$ cat src/sv/sdac_pkg.sv
// Shared constants and types for the soft depth alpha compositor.
`timescale 1ns / 1ps

package sdac_pkg;

	// Field widths
	localparam int DEPTH_W = 16;
	localparam int COLOR_W = 16;
	localparam int SUM_W   = DEPTH_W + 1;   // base + source, no wrap
	localparam int DIFF_W  = DEPTH_W + 2;   // sum - dest
	localparam int GAP_W   = 7;             // near band 0..127
	localparam int STEP_SHIFT  = 3;         // gap / 8
	localparam int ALPHA_W     = 4;
	localparam int ALPHA_LSB   = 12;
	localparam int PROD_W      = GAP_W + COLOR_W;

	// Configuration port
	localparam int CFG_IDX_W  = 1;
	localparam int CFG_DATA_W = 16;

	typedef enum logic [CFG_IDX_W-1:0] {
		REG_BASE_DEPTH = 1'b0,
		REG_SCALE_MODE = 1'b1
	} cfg_reg_t;

	// Depth classification of one pixel
	typedef struct packed {
		logic              behind;
		logic              far;
		logic [GAP_W-1:0]  gap;
	} depth_cls_t;

endpackage

$ cat src/sv/sdac_if.sv
// Valid/ready channel interfaces for pixel requests and composited results.
`timescale 1ns / 1ps

interface sdac_in_if import sdac_pkg::*; ();
	logic               valid;
	logic               ready;
	logic [DEPTH_W-1:0] source_depth;
	logic [COLOR_W-1:0] source_color;
	logic [DEPTH_W-1:0] dest_depth;
	logic               span_last;

	modport source (output valid, source_depth, source_color, dest_depth, span_last,
		input ready);
	modport sink (input valid, source_depth, source_color, dest_depth, span_last,
		output ready);
endinterface

interface sdac_out_if import sdac_pkg::*; ();
	logic               valid;
	logic               ready;
	logic [COLOR_W-1:0] out_color;
	logic               span_end;

	modport source (output valid, out_color, span_end, input ready);
	modport sink (input valid, out_color, span_end, output ready);
endinterface

$ cat src/sv/soft_depth_alpha_compositor.sv
// Soft depth alpha compositor: three-stage pixel pipeline with config registers.
`timescale 1ns / 1ps

// Usage
//   pix_in  : one request per pixel: source_depth, source_color (ARGB4444),
//             dest_depth and span_last. Accepted when valid and ready are high.
//   pix_out : one result per request: out_color and span_end, same order.
//   cfg_*   : write port; index 0 is base_depth, index 1 is scale_mode.
//             Write only while no request is in flight.
// Throughput: one pixel per clock. The three pipeline registers advance
//   together, so a request enters every cycle unless the output stalls.
// Path: a request accepted on pix_in passes through stage 1 depth sum,
//   stage 2 depth compare and stage 3 alpha multiply and select into the
//   output register, from which it is shown on pix_out.
// Stall: while pix_out.valid is high and pix_out.ready is low, every stage
//   holds and pix_in.ready drops; nothing is lost or repeated. An empty
//   output register always lets the pipeline advance.
// Reset: arst_n clears all stage valid bits and both config registers
//   (base_depth 0, stepped alpha mode). No clearing pass is needed.
module soft_depth_alpha_compositor import sdac_pkg::*; (
	input  logic                  clk,
	input  logic                  arst_n,
	input  logic                  cfg_we,
	input  logic [CFG_IDX_W-1:0]  cfg_index,
	input  logic [CFG_DATA_W-1:0] cfg_data,
	sdac_in_if.sink               pix_in,
	sdac_out_if.source            pix_out
);

	// Configuration registers
	logic signed [DEPTH_W-1:0] base_depth_q;
	logic                      scale_mode_q;

	always_ff @(posedge clk or negedge arst_n) begin
		if (!arst_n) begin
			base_depth_q <= '0;
			scale_mode_q <= 1'b0;
		end else if (cfg_we) begin
			case (cfg_reg_t'(cfg_index))
				REG_BASE_DEPTH: base_depth_q <= $signed(cfg_data[DEPTH_W-1:0]);
				REG_SCALE_MODE: scale_mode_q <= cfg_data[0];
				default: ;
			endcase
		end
	end

	// Whole pipeline advances unless the output register holds a stalled result
	logic adv;
	assign adv          = !pix_out.valid || pix_out.ready;
	assign pix_in.ready = adv;

	// Stage 1: pixel depth sum
	logic                      valid_s1;
	logic signed [SUM_W-1:0]   sum_s1;
	logic [DEPTH_W-1:0]        dest_s1;
	logic [COLOR_W-1:0]        color_s1;
	logic                      last_s1;

	always_ff @(posedge clk or negedge arst_n) begin
		if (!arst_n) begin
			valid_s1 <= 1'b0;
		end else if (adv) begin
			valid_s1 <= pix_in.valid;
		end
	end

	always_ff @(posedge clk) begin
		if (adv && pix_in.valid) begin
			sum_s1   <= $signed({base_depth_q[DEPTH_W-1], base_depth_q})
				+ $signed({pix_in.source_depth[DEPTH_W-1], pix_in.source_depth});
			dest_s1  <= pix_in.dest_depth;
			color_s1 <= pix_in.source_color;
			last_s1  <= pix_in.span_last;
		end
	end

	// Stage 2: compare against screen depth, classify behind / far / near
	logic signed [DIFF_W-1:0] diff;
	depth_cls_t               cls;

	always_comb begin
		diff = $signed({sum_s1[SUM_W-1], sum_s1})
			- $signed({{(DIFF_W-DEPTH_W){dest_s1[DEPTH_W-1]}}, dest_s1});
		cls.behind = diff[DIFF_W-1];
		cls.far    = !diff[DIFF_W-1] && (|diff[DIFF_W-2:GAP_W]);
		cls.gap    = diff[GAP_W-1:0];
	end

	logic               valid_s2;
	depth_cls_t         cls_s2;
	logic [COLOR_W-1:0] color_s2;
	logic               last_s2;

	always_ff @(posedge clk or negedge arst_n) begin
		if (!arst_n) begin
			valid_s2 <= 1'b0;
		end else if (adv) begin
			valid_s2 <= valid_s1;
		end
	end

	always_ff @(posedge clk) begin
		if (adv && valid_s1) begin
			cls_s2   <= cls;
			color_s2 <= color_s1;
			last_s2  <= last_s1;
		end
	end

	// Stage 3: alpha scale or step, then select the result
	logic [PROD_W-1:0]  prod;
	logic [COLOR_W-1:0] scaled;
	logic [COLOR_W-1:0] near_color;
	logic [COLOR_W-1:0] result;

	always_comb begin
		// gap * color stays below 2^23, so the shifted value fits 16 bits
		prod   = PROD_W'(cls_s2.gap) * PROD_W'(color_s2);
		scaled = prod[PROD_W-1:GAP_W];
		if (scale_mode_q) begin
			near_color = {scaled[COLOR_W-1:ALPHA_LSB], color_s2[ALPHA_LSB-1:0]};
		end else begin
			near_color = {color_s2[COLOR_W-1:ALPHA_LSB] | cls_s2.gap[GAP_W-1:STEP_SHIFT],
				color_s2[ALPHA_LSB-1:0]};
		end
		if (cls_s2.behind) begin
			result = '0;
		end else if (cls_s2.far) begin
			result = scale_mode_q ? color_s2
				: {{ALPHA_W{1'b1}}, color_s2[ALPHA_LSB-1:0]};
		end else begin
			result = near_color;
		end
	end

	logic               valid_s3;
	logic [COLOR_W-1:0] color_s3;
	logic               last_s3;

	always_ff @(posedge clk or negedge arst_n) begin
		if (!arst_n) begin
			valid_s3 <= 1'b0;
		end else if (adv) begin
			valid_s3 <= valid_s2;
		end
	end

	always_ff @(posedge clk) begin
		if (adv && valid_s2) begin
			color_s3 <= result;
			last_s3  <= last_s2;
		end
	end

	assign pix_out.valid     = valid_s3;
	assign pix_out.out_color = color_s3;
	assign pix_out.span_end  = last_s3;

endmodule

$ cat src/flat_wrapper.sv
// flat-port wrapper written by rule: the top's interface ports become plain ports
module soft_depth_alpha_compositor_flat import sdac_pkg::*;
  (clk, arst_n, cfg_we, cfg_index, cfg_data, pix_in_valid, pix_in_source_depth, pix_in_source_color, pix_in_dest_depth, pix_in_span_last, pix_in_ready, pix_out_valid, pix_out_out_color, pix_out_span_end, pix_out_ready);
  sdac_in_if pix_in_i ();
  sdac_out_if pix_out_i ();
  input  logic clk;
  input  logic arst_n;
  input  logic cfg_we;
  input  logic [CFG_IDX_W-1:0] cfg_index;
  input  logic [CFG_DATA_W-1:0] cfg_data;
  input wire logic [$bits(pix_in_i.valid)-1:0] pix_in_valid;
  input wire logic [$bits(pix_in_i.source_depth)-1:0] pix_in_source_depth;
  input wire logic [$bits(pix_in_i.source_color)-1:0] pix_in_source_color;
  input wire logic [$bits(pix_in_i.dest_depth)-1:0] pix_in_dest_depth;
  input wire logic [$bits(pix_in_i.span_last)-1:0] pix_in_span_last;
  output wire logic [$bits(pix_in_i.ready)-1:0] pix_in_ready;
  output wire logic [$bits(pix_out_i.valid)-1:0] pix_out_valid;
  output wire logic [$bits(pix_out_i.out_color)-1:0] pix_out_out_color;
  output wire logic [$bits(pix_out_i.span_end)-1:0] pix_out_span_end;
  input wire logic [$bits(pix_out_i.ready)-1:0] pix_out_ready;
  assign pix_in_i.valid = pix_in_valid;
  assign pix_in_i.source_depth = pix_in_source_depth;
  assign pix_in_i.source_color = pix_in_source_color;
  assign pix_in_i.dest_depth = pix_in_dest_depth;
  assign pix_in_i.span_last = pix_in_span_last;
  assign pix_in_ready = pix_in_i.ready;
  assign pix_out_valid = pix_out_i.valid;
  assign pix_out_out_color = pix_out_i.out_color;
  assign pix_out_span_end = pix_out_i.span_end;
  assign pix_out_i.ready = pix_out_ready;
  soft_depth_alpha_compositor u_core (.clk(clk), .arst_n(arst_n), .cfg_we(cfg_we), .cfg_index(cfg_index), .cfg_data(cfg_data), .pix_in(pix_in_i), .pix_out(pix_out_i));
endmodule
$ cat config.mk
export PLATFORM = sky130hd
export DESIGN_NAME = soft_depth_alpha_compositor_flat
export DESIGN_NICKNAME = d
export VERILOG_FILES = /design/src/sv/sdac_pkg.sv /design/src/sv/sdac_if.sv /design/src/sv/soft_depth_alpha_compositor.sv /design/src/flat_wrapper.sv
export SDC_FILE = /design/constraint.sdc
export NUM_CORES = 1
export LEC_CHECK = 0
export ABC_AREA = 1
export BUFFER_PORTS_ARGS = -buffer_cell sky130_fd_sc_hd__buf_2
export CAP_MARGIN = 20
export CORE_ASPECT_RATIO = 0.6
export CORE_UTILIZATION = 49
export DETAILED_ROUTE_END_ITERATION = 10
export PLACE_DENSITY = 0.8
export RECOVER_POWER = 25
export SLEW_MARGIN = 25
export SYNTH_ARGS = -nofsm -noshare
export SYNTH_HDL_FRONTEND = slang
export SYNTH_SLANG_ARGS = --single-unit
$ cat constraint.sdc
create_clock -name clk -period 8.4 [get_ports clk]
set_clock_uncertainty 0.1 [all_clocks]
set_input_delay 1.68 -clock clk [delete_from_list [all_inputs] [get_ports clk]]
set_output_delay 1.68 -clock clk [all_outputs]
set_load 0.05 [all_outputs]
Yosys cells after proc, flatten, opt, wreduce, memory -nomap -nowiden
Index checks and enable logic that the tools add are counted.
Cells by class
  $add $sub $neg: 2
  $mul: 1
  mux-type cells: 3
  bitwise logic cells: 2
  reduce and logical (&&, ||, !) cells: 10
Operators with widths (number)
  $mux 16: 3
  $mul 7x16->23: 1
  $sub 17x16->18: 1
  $add 16x16->17: 1
  $reduce_or 10->1: 1
  $logic_and 1x1->1: 4
  $or 4x4->4: 1
  $reduce_and 2->1: 2
  $logic_not 1->1: 2
  $logic_or 1x1->1: 1
  $not 1->1: 1
Word-level totals
  register bits after elaboration: 113
  input bits: 71
  logic and storage cells: 34

Logic depth before layout (Yosys ltp)
Gate-level depths: netlist (run 1).
  depth in word-level cells: 3
  gate-level depth with buffers: 26
  gate-level depth less buffers: 24

Worst setup path before layout (run 1)
OpenSTA, ideal clock, no wires.
  kind: flip-flop to flip-flop
  start: reg u_core.cls_s2[6] (netlist name)
  end: reg u_core.color_s3[14] (netlist: u_core.pix_out.out_color[14]) (data pin)
  library setup time: 0.262 ns
  arrival time: 4.141 ns
  data required time: 8.038 ns
  slack: 3.897 ns
  stages on the path, launching flop included: 23
  buffers on the path: 2
  path through: edfxtp_1 > clkbuf_1 > clkbuf_1 > nand2_1 > inv_1 > fa_1 > inv_1 > fa_1 > inv_1 > fa_1 > inv_1 > fa_1 > inv_1 > ha_1 > nand2_1 > nor2_1 > nand3_1 > nor3_1 > nand3_1 > nand3_1 > nand2_1 > nand3_1 > a21oi_1
On the way
  longest elaborated chain between the ends: 3
Ends and longest elaborated chain
  from (decl): RTL line soft_depth_alpha_compositor.sv:90  | depth_cls_t cls_s2;
  from (signal assigned): RTL line soft_depth_alpha_compositor.sv:104  | cls_s2 <= cls;
  $mul 7x16->23: RTL line soft_depth_alpha_compositor.sv:118  | prod = PROD_W'(cls_s2.gap) * PROD_W'(color_s2);
  $mux 16: RTL line soft_depth_alpha_compositor.sv:120  | if (scale_mode_q) begin
  $mux 16: RTL line soft_depth_alpha_compositor.sv:128  | end else if (cls_s2.far) begin
  to (signal assigned): RTL line soft_depth_alpha_compositor.sv:150  | color_s3 <= result;
  to (decl): RTL line soft_depth_alpha_compositor.sv:137  | logic [COLOR_W-1:0] color_s3;
Every way passes these cells.
A chain may end at the register's enable or synchronous reset.

Final worst setup path (run 1)
  start: reg u_core.cls_s2[5] (netlist name)
  end: reg u_core.color_s3[12] (netlist: u_core.pix_out.out_color[12]) (data pin)
Same word-level chain as after synthesis.

==> impl_metrics.json, run 1 <==
{
  "multiInputGateArea_sq_mm": 0.00481,
  "syn_inst": 1096,
  "num_io_pins": 90,
  "synth_area_sq_mm": 0.00926,
  "critical_path_class": "reg2reg",
  "drt-initial-drc-count": 570,
  "grt_pass1_vias": 7391,
  "final_cells": 1426,
  "syn-num-nets": 1309,
  "cts_tree": "done",
  "timing.fmax_mhz": 205,
  "avgRoutedWirePerCell_um": 15.6,
  "detail_route.first_pass.iterations": 10,
  "synth_top_area_cell": "edfxtp_1",
  "slew_viol_final": 0,
  "yosys_warnings": 0,
  "violations": "DRC",
  "synth_top_area_share_pct": 30.1,
  "drive_gt1_share_pct": 12.4,
  "hold_path_class": "reg2reg",
  "yosysSeqAreaShare_pct": 35.6,
  "vias": 7476,
  "port_buffers": 89,
  "synth_seq_cells": 113,
  "reg2reg_depth": 22,
  "core_sq_mm": 0.0183,
  "synth-async-reset-ratio_pct": 17.7,
  "cts_root_buf": "clkbuf_16",
  "dieWidth_um": 180,
  "syn2layout_area_growth_pct": 13.9,
  "cts_buffer_depth": 2,
  "grt_overflow_total": 0,
  "relSlewSlack_pct": 27.1,
  "detail_route.wirelength_um": 22300,
  "grt_first_pass_wirelength_um": 37000,
  "die_h_um": 109,
  "yosys-top-cells-count": "inv_1 (276), nand2_1 (276), edfxtp_1 (93)",
  "startpoint_type": "flop",
  "cts_sinks": 113,
  "gp_congestion": 0.928,
  "cts_resized": 0,
  "cts_setup_buffers": 0,
  "critPathMaxFanout": 17,
  "detail_route.drc_violations": 2,
  "nFillCells": 1532,
  "ys_types": 36,
  "cp.arrival_ns": 4.97,
  "avgSynthCellArea_sq_um": 8.45,
  "tightest_slew_ns": 1.09,
  "min_path_cells": 0,
  "utilization_pct": 57.6,
  "clk_latency_ns": 0.43,
  "grt_max_degree": 51,
  "synth_top_cells_by_area": "edfxtp_1 (30%), fa_1 (15%), inv_1 (11%), nand2_1 (11%), ha_1 (9.7%)",
  "antenna_found_initial": 0,
  "fp-row-count": 38,
  "diodes": 0,
  "seq_area_sq_mm": 0.00329,
  "fin_crit_sh_pct": 58.1,
  "numCtsBuffers": 17,
  "start_util_pct": 50.6,
  "die-area_sq_mm": 0.0195,
  "cts.reportedPaths.clkPinSlew_ns": 0.06,
  "dp.cells": 1395,
  "postRouteAntennaNets": 0,
  "end_kind": "flop",
  "grt_use_total_pct": 24.9,
  "vias_per_cell": 5.24,
  "period_minus_slack_ns": 4.88,
  "synth_edf_count": 93,
  "crit_required_ns": 8.49,
  "dpl.hpwl_um": 17100,
  "setup_viol": 0,
  "synthFlopType": "edfxtp_1",
  "rrSetupSlack_ns": 3.52,
  "nets": 1387,
  "htreeDepth": 4,
  "hold_violations": 0,
  "ctsHoldBuffers": 0,
  "outcome": "complete, but fails checks",
  "rsz0062_at_grt": "false",
  "cap_violations": 0,
  "tns_ns": 0
}
layer usage:
| layer | share of wire, % | global-route usage, % |
|---|---|---|
| met2 | 41 | 37.6 |
| met5 | 0 | 0 |
| met3 | 12 | 6.94 |
| met4 | 1.8 | 6.90 |
| met1 | 45 | 35.2 |
state kept, by name, indices dropped and copies added (netlist names), 9 cells and up:
signal / cells
u_core.dest_s1: 16
u_core.cls_s2: 9
u_core.sum_s1: 17
u_core.color_s1: 16
u_core.pix_out.out_color: 16
u_core.base_depth_q: 16
u_core.color_s2: 16
worst max-delay path, cell delays in order, from the launching register on:
cell and delay, ns:
edfxtp_1 0.69, nand2_1 0.15, inv_1 0.06, fa_1 0.52, inv_1 0.07, fa_1 0.52, inv_1 0.06, fa_1 0.53
inv_1 0.06, fa_1 0.52, inv_1 0.04, ha_1 0.30, nand2_1 0.08, nor2_1 0.18, nand3_1 0.10, inv_1 0.09
nand4_1 0.12, nand3_1 0.10, nand2_1 0.06, nand3_1 0.08, nand3_1 0.09, nand2_1 0.07, inv_1 0.04
logic make-up (layout without fill, tap and decap cells):
| group | count (synthesis) | count (layout) | synth area share (%) |
|---|---|---|---|
| buf+inv | 308 | 398 | 12.5 |
| fa+ha+maj | 142 | 142 | 24.9 |
| compound gates | 84 | 84 | 5.15 |
| mux | 14 | 14 | 1.70 |
| simple gates | 415 | 415 | 18.3 |
| xor+xnor | 20 | 20 | 1.89 |
| flops | 113 | 113 | 35.6 |
worst paths after layout:
path,from,end
hold reg to reg,u_core.last_s1,u_core.last_s2
setup / recovery,u_core.cls_s2[5],u_core.pix_out.out_color[12]
max in group asynchronous,arst_n,u_core.base_depth_q[1]
hold / removal,u_core.last_s1,u_core.last_s2
min in group asynchronous,arst_n,u_core.valid_s2
setup reg to reg,u_core.cls_s2[5],u_core.pix_out.out_color[12]
cell usage in the layout (no fill, tap or decap), drive strengths merged, types with 13 or more instances in the layout:
| cell | instances |
|---|---|
| a21oi | 42 |
| xor2 | 13 |
| inv | 281 |
| clkbuf | 18 |
| buf | 89 |
| edfxtp | 93 |
| nand4 | 15 |
| ha | 72 |
| nand3 | 40 |
| fa | 70 |
| nand2 | 280 |
| dfrtp | 20 |
| o21ai | 20 |
| mux2 | 14 |
| nor2 | 70 |
area by class of cell:
cell class / instances / area share, %
Timing Repair Buffer: 90 / 4.28
Inverter: 277 / 9.87
Tap cell: 240 / 2.85
Multi-Input combinational cell: 675 / 45.6
Sequential cell: 113 / 31.2
Clock buffer: 17 / 4.03
Clock inverter: 14 / 2.13
per-stage QoR:
step                      area (sq um)  worst slack, ns  hold WS (ns)
final                            10600             3.52         0.313
after global routing             10600             3.14         0.320
after CTS                        10600             3.57         0.314
after detailed placement          9900             3.62         0.305
after global placement            9900             3.74         0.301
after floorplan                   9260             3.90         0.300
Power of run 1 is left out: the tool's default activity adds up to more than one toggle a clock period on the data nets, which glitch-free logic cannot reach.
==> run 2, diff against run 1 <==
--- a/config.mk
+++ b/config.mk
@@ -5,13 +5,13 @@
 export SDC_FILE = /design/constraint.sdc
 export NUM_CORES = 1
 export LEC_CHECK = 0
-export ABC_AREA = 1
+export ABC_AREA = 0
 export BUFFER_PORTS_ARGS = -buffer_cell sky130_fd_sc_hd__buf_2
 export CAP_MARGIN = 20
 export CORE_ASPECT_RATIO = 0.6
 export CORE_UTILIZATION = 49
 export DETAILED_ROUTE_END_ITERATION = 10
-export PLACE_DENSITY = 0.8
+export PLACE_DENSITY = 0.83
 export RECOVER_POWER = 25
 export SLEW_MARGIN = 25
 export SYNTH_ARGS = -nofsm -noshare
==> constraint.sdc (replaced) <==
create_clock -name clk -period 4.2 [get_ports clk]
set_clock_uncertainty 0.1 [all_clocks]
set_input_delay 0.84 -clock clk [delete_from_list [all_inputs] [get_ports clk]]
set_output_delay 0.84 -clock clk [all_outputs]
set_load 0.05 [all_outputs]
==> impl_metrics.json, run 2 <==
{
  "hold_path_class": "reg2reg",
  "crit_required_ns": 4.35,
  "syn-num-nets": 946,
  "avgSynthCellArea_sq_um": 11.3,
  "dpl.hpwl_um": 14300,
  "crit_start": "u_core.color_s2[5]",
  "muxShareOfSynthArea_pct": 2.94,
  "fin_crit_sh_pct": 117,
  "violations": "setup timing",
  "nets": 1111,
  "synth_top_cells_by_area": "edfxtp_1 (34%), fa_1 (17%), ha_1 (11%), and2_1 (6.4%), dfrtp_1 (6.0%)",
  "tns_ns": -2.67,
  "yosysSeqAreaShare_pct": 39.6,
  "vias": 6030,
  "hold_violations": 0,
  "core_sq_mm": 0.0164,
  "critPathMaxFanout": 7,
  "largest_reg_flops": 17,
  "cts_sinks": 113,
  "synth_seq_cells": 113,
  "yosys_warnings": 0,
  "p_per_area_mw_per_mm2": 836,
  "detail_route.drc_violations": 0,
  "synth_compound_area_share_pct": 7.82,
  "synth-async-reset-ratio_pct": 17.7,
  "reg2reg_depth": 17,
  "r2r_start": "u_core.color_s2[5]",
  "synth_top_area_cell": "edfxtp_1",
  "combPwrFrac_pct": 64.5,
  "syn_inst": 733,
  "die_h_um": 103,
  "timing.fmax_mhz": 203,
  "avgRoutedWirePerCell_um": 17.7,
  "slew_viol_final": 0,
  "vdd_ir_drop_max_mv": 0.537,
  "final_cells": 1139,
  "synth-adder-area-share_pct": 27.7,
  "syn2layout_area_growth_pct": 25.5,
  "placed_cell_area_sq_mm": 0.00931,
  "antenna_found_initial": 0,
  "r2r-end": "u_core.pix_out.out_color[14]",
  "period_minus_slack_ns": 4.92,
  "layout_common_cells": "inv_1 (94), edfxtp_1 (93), buf_2 (88), and2_1 (69), fa_1 (65)",
  "cts.reportedPaths.clkPinSlew_ns": 0.06,
  "grt_pass1_vias": 6163,
  "hold_slack_ns": 0.314,
  "numCtsBuffers": 17,
  "power.internal_mw": 4.87,
  "cp_num_buf_inv": 3,
  "cap_violations": 0,
  "p_leak_nw": 4.75,
  "fin_ws_ns": -0.718,
  "detail_route.first_pass.iterations": 5,
  "critical_path_class": "reg2reg",
  "synth-xor-area-share_pct": 2.32,
  "detail_route.wirelength_um": 20200,
  "htreeDepth": 4,
  "power.share.switching_pct": 44.1,
  "worstPathCellList": "buf_6, and2_4, fa_1, fa_2, fa_1, inv_2, fa_2, inv_2, ha_4, nand2_4, nor3_4, nand3_2, a21oi_4, o31ai_4, o21a_1, xor2_1, a211oi_1",
  "final_common_cell": "inv_1",
  "fin_area_sq_mm": 0.0104,
  "ys_types": 50,
  "cp_top_family": "adder cells",
  "synth_top_area_share_pct": 33.6,
  "pwr-share-clk_pct": 16.7,
  "largest-register": "u_core.sum_s1",
  "synth_top_family_by_area": "adder cells",
  "num_io_pins": 90,
  "p_sw_mw": 3.84,
  "seqPwrFrac_pct": 18.8,
  "drive_gt1_share_pct": 29.6,
  "vias_per_cell": 5.29,
  "startpoint_type": "flop",
  "rsz0062_at_grt": "true",
  "setup_viol": 4,
  "clk_latency_ns": 0.43,
  "cp.arrival_ns": 5.07,
  "yosys-top-cells-count": "inv_1 (105), edfxtp_1 (93), and2_1 (85)",
  "cts_buffer_depth": 2,
  "dieWidth_um": 170,
  "die-area_sq_mm": 0.0175,
  "grt_use_total_pct": 24.3,
  "worst_path_max_delay_cell": "fa_1",
  "fp-row-count": 36,
  "path_depth": 17,
  "start_util_pct": 50.7,
  "endpoint": "u_core.pix_out.out_color[14]",
  "grt_first_pass_wirelength_um": 31300,
  "synth_edf_count": 93,
  "max_stage_delay_ns": 0.57,
  "gp_congestion": 0.873,
  "synth_area_sq_mm": 0.00831,
  "cts_root_buf": "clkbuf_16",
  "postRouteAntennaNets": 0,
  "grt_overflow_total": 0,
  "dp_slack_ns": -0.787,
  "tightest_slew_ns": 1.06,
  "port_buffers": 89,
  "relSlewSlack_pct": 29.1,
  "cts_tree": "done",
  "diodes": 0,
  "dp.cells": 1076,
  "grt_max_degree": 31,
  "drt-initial-drc-count": 462,
  "outcome": "complete, but fails checks",
  "synth-simple-area-share_pct": 14.3,
  "synthFlopType": "edfxtp_1",
  "yosysMostFrequentCell": "inv_1",
  "rrSetupSlack_ns": -0.72,
  "end_kind": "flop"
}
[run 2: logic make-up after synthesis]
kind of cell    count (synthesis)
compound gates                101
xor+xnor                       22
fa+ha+maj                     142
buf+inv                       117
flops                         113
mux                            22
simple gates                  216
[run 2: power by group through the flow]
stage	Combinational [mW]	Sequential, mW	Clock (mW)
2_1_floorplan	2.97	1.76	0
3_3_place_gp	3.94	1.65	0
3_5_place_dp	4.15	1.66	0
4_1_cts	4.74	1.62	1.47
5_1_grt	6.22	1.65	1.52
6_report	5.62	1.63	1.46
[run 2: final cells by class]
class | count | area [sq um]
fill | 1221 | 5970
clock inverter | 14 | 155
sequential | 113 | 3290
inverter | 105 | 394
timing repair buffer | 158 | 1010
clock buffer | 18 | 429
multi-input combinational | 503 | 4850
tap | 228 | 285
[run 2: worst min-delay path by stage]
stage,startpoint,endpoint,depth (start not counted),slack [ns]
after detailed placement,u_core.color_s1[10],u_core.color_s2[10],0,0.30
after global placement,u_core.color_s1[10],u_core.color_s2[10],0,0.30
final,u_core.color_s1[10],u_core.color_s2[10],0,0.31
after global routing,u_core.color_s1[14],u_core.color_s2[14],0,0.32
after CTS,arst_n,u_core.base_depth_q[8],1,0.25
after floorplan,u_core.color_s1[0],u_core.color_s2[0],0,0.30
[run 2: worst reg2reg max path, cell delays in order, from the launching register on]
cell and delay, ns:
edfxtp_1 0.53, buf_6 0.19, and2_4 0.16, fa_1 0.56, fa_2 0.45, fa_1 0.57
inv_2 0.05, fa_2 0.53, inv_2 0.05, ha_4 0.27, nand2_4 0.05, nor3_4 0.19
nand3_2 0.12, a21oi_4 0.22, o31ai_4 0.10, o21a_1 0.23, xor2_1 0.16, a211oi_1 0.22
[run 2: stage by stage]
step	utilization (%)	power, mW
2_1_floorplan	-	4.73
3_3_place_gp	56.8	5.60
3_5_place_dp	56.8	5.81
4_1_cts	62.4	7.83
5_1_grt	63.6	9.39
6_report	63.6	8.71
[run 2: layer usage]
metal  track usage (%)  part of all wire, %  up-vias
met3              7.41                  9.2       34
met5                 0                    0        -
met2              36.1                   42      244
met4              7.35                  1.6        0
met1              34.3                   47     2941
li1                  -                    -     2811
[run 2: what timing repair did]
action | CTS | global route
gates cloned | 1 | 0
hold buffers | 0 | 0
gates resized for setup | 40 | 35
setup buffers | 24 | 6
setup endpoints to repair | 4 | 4
pin swaps | 41 | 36
(Power assumes the default switching activity.)
==> run 3, diff against run 2 <==
--- a/config.mk
+++ b/config.mk
@@ -8,7 +8,6 @@
 export ABC_AREA = 0
 export BUFFER_PORTS_ARGS = -buffer_cell sky130_fd_sc_hd__buf_2
 export CAP_MARGIN = 20
-export CORE_ASPECT_RATIO = 0.6
 export CORE_UTILIZATION = 49
 export DETAILED_ROUTE_END_ITERATION = 10
 export PLACE_DENSITY = 0.83
==> impl_metrics.json, run 3 (synthesized netlist as in run 2, its figures left out) <==
{
  "outcome": "complete, but fails checks",
  "violations": "setup timing",
  "cap_violations": 0,
  "num_io_pins": 90,
  "end_kind": "flop",
  "hold_path_class": "reg2reg",
  "cts.reportedPaths.clkPinSlew_ns": 0.05,
  "grt_use_total_pct": 20.4,
  "grt_pass1_vias": 5918,
  "seqPwrFrac_pct": 19.5,
  "pwr-share-clk_pct": 17.1,
  "dpl.hpwl_um": 12700,
  "nFillCells": 1246,
  "avgRoutedWirePerCell_um": 15.1,
  "final_common_cell": "inv_1",
  "rsz0062_at_grt": "true",
  "power.share.switching_pct": 42.8,
  "detail_route.first_pass.iterations": 5,
  "power.internal_mw": 4.71,
  "diodes": 0,
  "p_leak_nw": 4.71,
  "period_minus_slack_ns": 4.82,
  "start_util_pct": 50.1,
  "vias": 5878,
  "slew_viol_final": 0,
  "grt_max_degree": 37,
  "detail_route.wirelength_um": 17100,
  "setup_viol": 4,
  "die_h_um": 132,
  "grt_first_pass_wirelength_um": 27800,
  "vias_per_cell": 5.22,
  "grt_overflow_total": 0,
  "port_buffers": 89,
  "critical_path_class": "reg2reg",
  "nets": 1106,
  "largest-register": "u_core.sum_s1",
  "layout_common_cells": "inv_1 (101), edfxtp_1 (93), buf_2 (91), and2_1 (75), fa_1 (68)",
  "drive_gt1_share_pct": 27.8,
  "critPathMaxFanout": 6,
  "fin_crit_sh_pct": 115,
  "hold_violations": 0,
  "numCtsBuffers": 17,
  "utilization_pct": 62.1,
  "vdd_ir_drop_max_mv": 0.463,
  "syn2layout_area_growth_pct": 23.9,
  "cp.arrival_ns": 4.85,
  "die-area_sq_mm": 0.0175,
  "dp_slack_ns": -0.805,
  "fin_ws_ns": -0.622,
  "cts_root_buf": "clkbuf_16",
  "clk_latency_ns": 0.42,
  "fp-row-count": 47,
  "drt-initial-drc-count": 261,
  "dieWidth_um": 132,
  "p_sw_mw": 3.52,
  "cts_tree": "done",
  "postRouteAntennaNets": 0,
  "relSlewSlack_pct": 32.1,
  "tightest_slew_ns": 1.02,
  "largest_reg_flops": 17,
  "cts_buffer_depth": 2,
  "detail_route.drc_violations": 0,
  "ctsHoldBuffers": 0,
  "startpoint_type": "flop",
  "combPwrFrac_pct": 63.4,
  "p_per_area_mw_per_mm2": 800,
  "timing.fmax_mhz": 207,
  "gp_congestion": 0.884,
  "core_sq_mm": 0.0166,
  "antenna_found_initial": 0,
  "htreeDepth": 4,
  "crit_required_ns": 4.23,
  "cts_sinks": 113
}
-- run 3: cell types whose count changed in the layout (fill, tap and decap cells not counted), sizes merged --
| cell | delta |
|---|---|
| clkinv | -1 |
| clkbuf | -1 |
| clkinvlp | +2 |
| buf | -5 |
-- run 3: stage by stage --
stage                     area (sq um)  power [mW]  hold WS [ns]  std cells  setup TNS [ns]
after floorplan                   8390        4.73         0.300        733           -1.68
after global placement            9310        5.52         0.300       1069           -2.43
after detailed placement          9310        5.73         0.305       1069           -2.99
after CTS                        10200        7.93         0.257       1123           -2.24
after global routing             10300        8.99         0.322       1126           -3.04
final                            10300        8.23         0.316       1126           -2.31
-- run 3: metal layers --
layer	wire length (um)	vias to the layer above	global-route usage [%]
met4	255	0	5.75
met3	855	25	5.07
li1	-	2801	-
met2	8660	177	35.5
met1	7290	2875	25.1
met5	0	-	0
-- run 3: repair_timing --
action / in CTS / in global routing
setup endpoints to repair: 4 / 4
resized for setup: 41 / 12
gates cloned: 0 / 0
setup buffers: 22 / 3
pin swaps: 37 / 8
-- run 3: power by group through the flow --
stage                     registers [mW]  logic [mW]  clock network (mW)
after detailed placement            1.65        4.08                   0
after global placement              1.64        3.88                   0
after global routing                1.63        5.88                1.48
after CTS                           1.61        4.90                1.43
after floorplan                     1.76        2.97                   0
final                               1.61        5.22                1.41
-- run 3: layout make-up --
cell class | count | area, sq um | area share (%)
clock buffer | 17 | 425 | 4.13
clock inverter | 15 | 158 | 1.53
inverter | 105 | 394 | 3.83
multi-input combinational | 503 | 4810 | 46.7
sequential | 113 | 3290 | 32.0
tap | 220 | 275 | 2.67
timing repair buffer | 153 | 940 | 9.13
-- run 3: final timing paths --
check,start,end,slack [ns],depth (start not counted)
min in group asynchronous,arst_n,u_core.base_depth_q[13],0.48,1
min,u_core.color_s1[9],u_core.color_s2[9],0.32,0
min reg2reg,u_core.color_s1[9],u_core.color_s2[9],0.32,0
max,u_core.cls_s2[1],u_core.pix_out.out_color[15],-0.62,17
max reg2reg,u_core.cls_s2[1],u_core.pix_out.out_color[15],-0.62,17
max in group asynchronous,arst_n,u_core.base_depth_q[1],2.90,1
-- run 3: critical path, stage by stage, from the launching register on --
cell and delay, ns:
edfxtp_1 0.43, buf_6 0.16, and2_4 0.15, fa_1 0.50, fa_1 0.51, fa_1 0.49, inv_1 0.05, fa_1 0.54
inv_2 0.05, ha_4 0.28, nand2_4 0.06, nor3_4 0.25, nand3_2 0.12, a21oi_4 0.22, o31ai_4 0.11, o21a_1 0.21
mux2i_1 0.11, nor4b_2 0.16
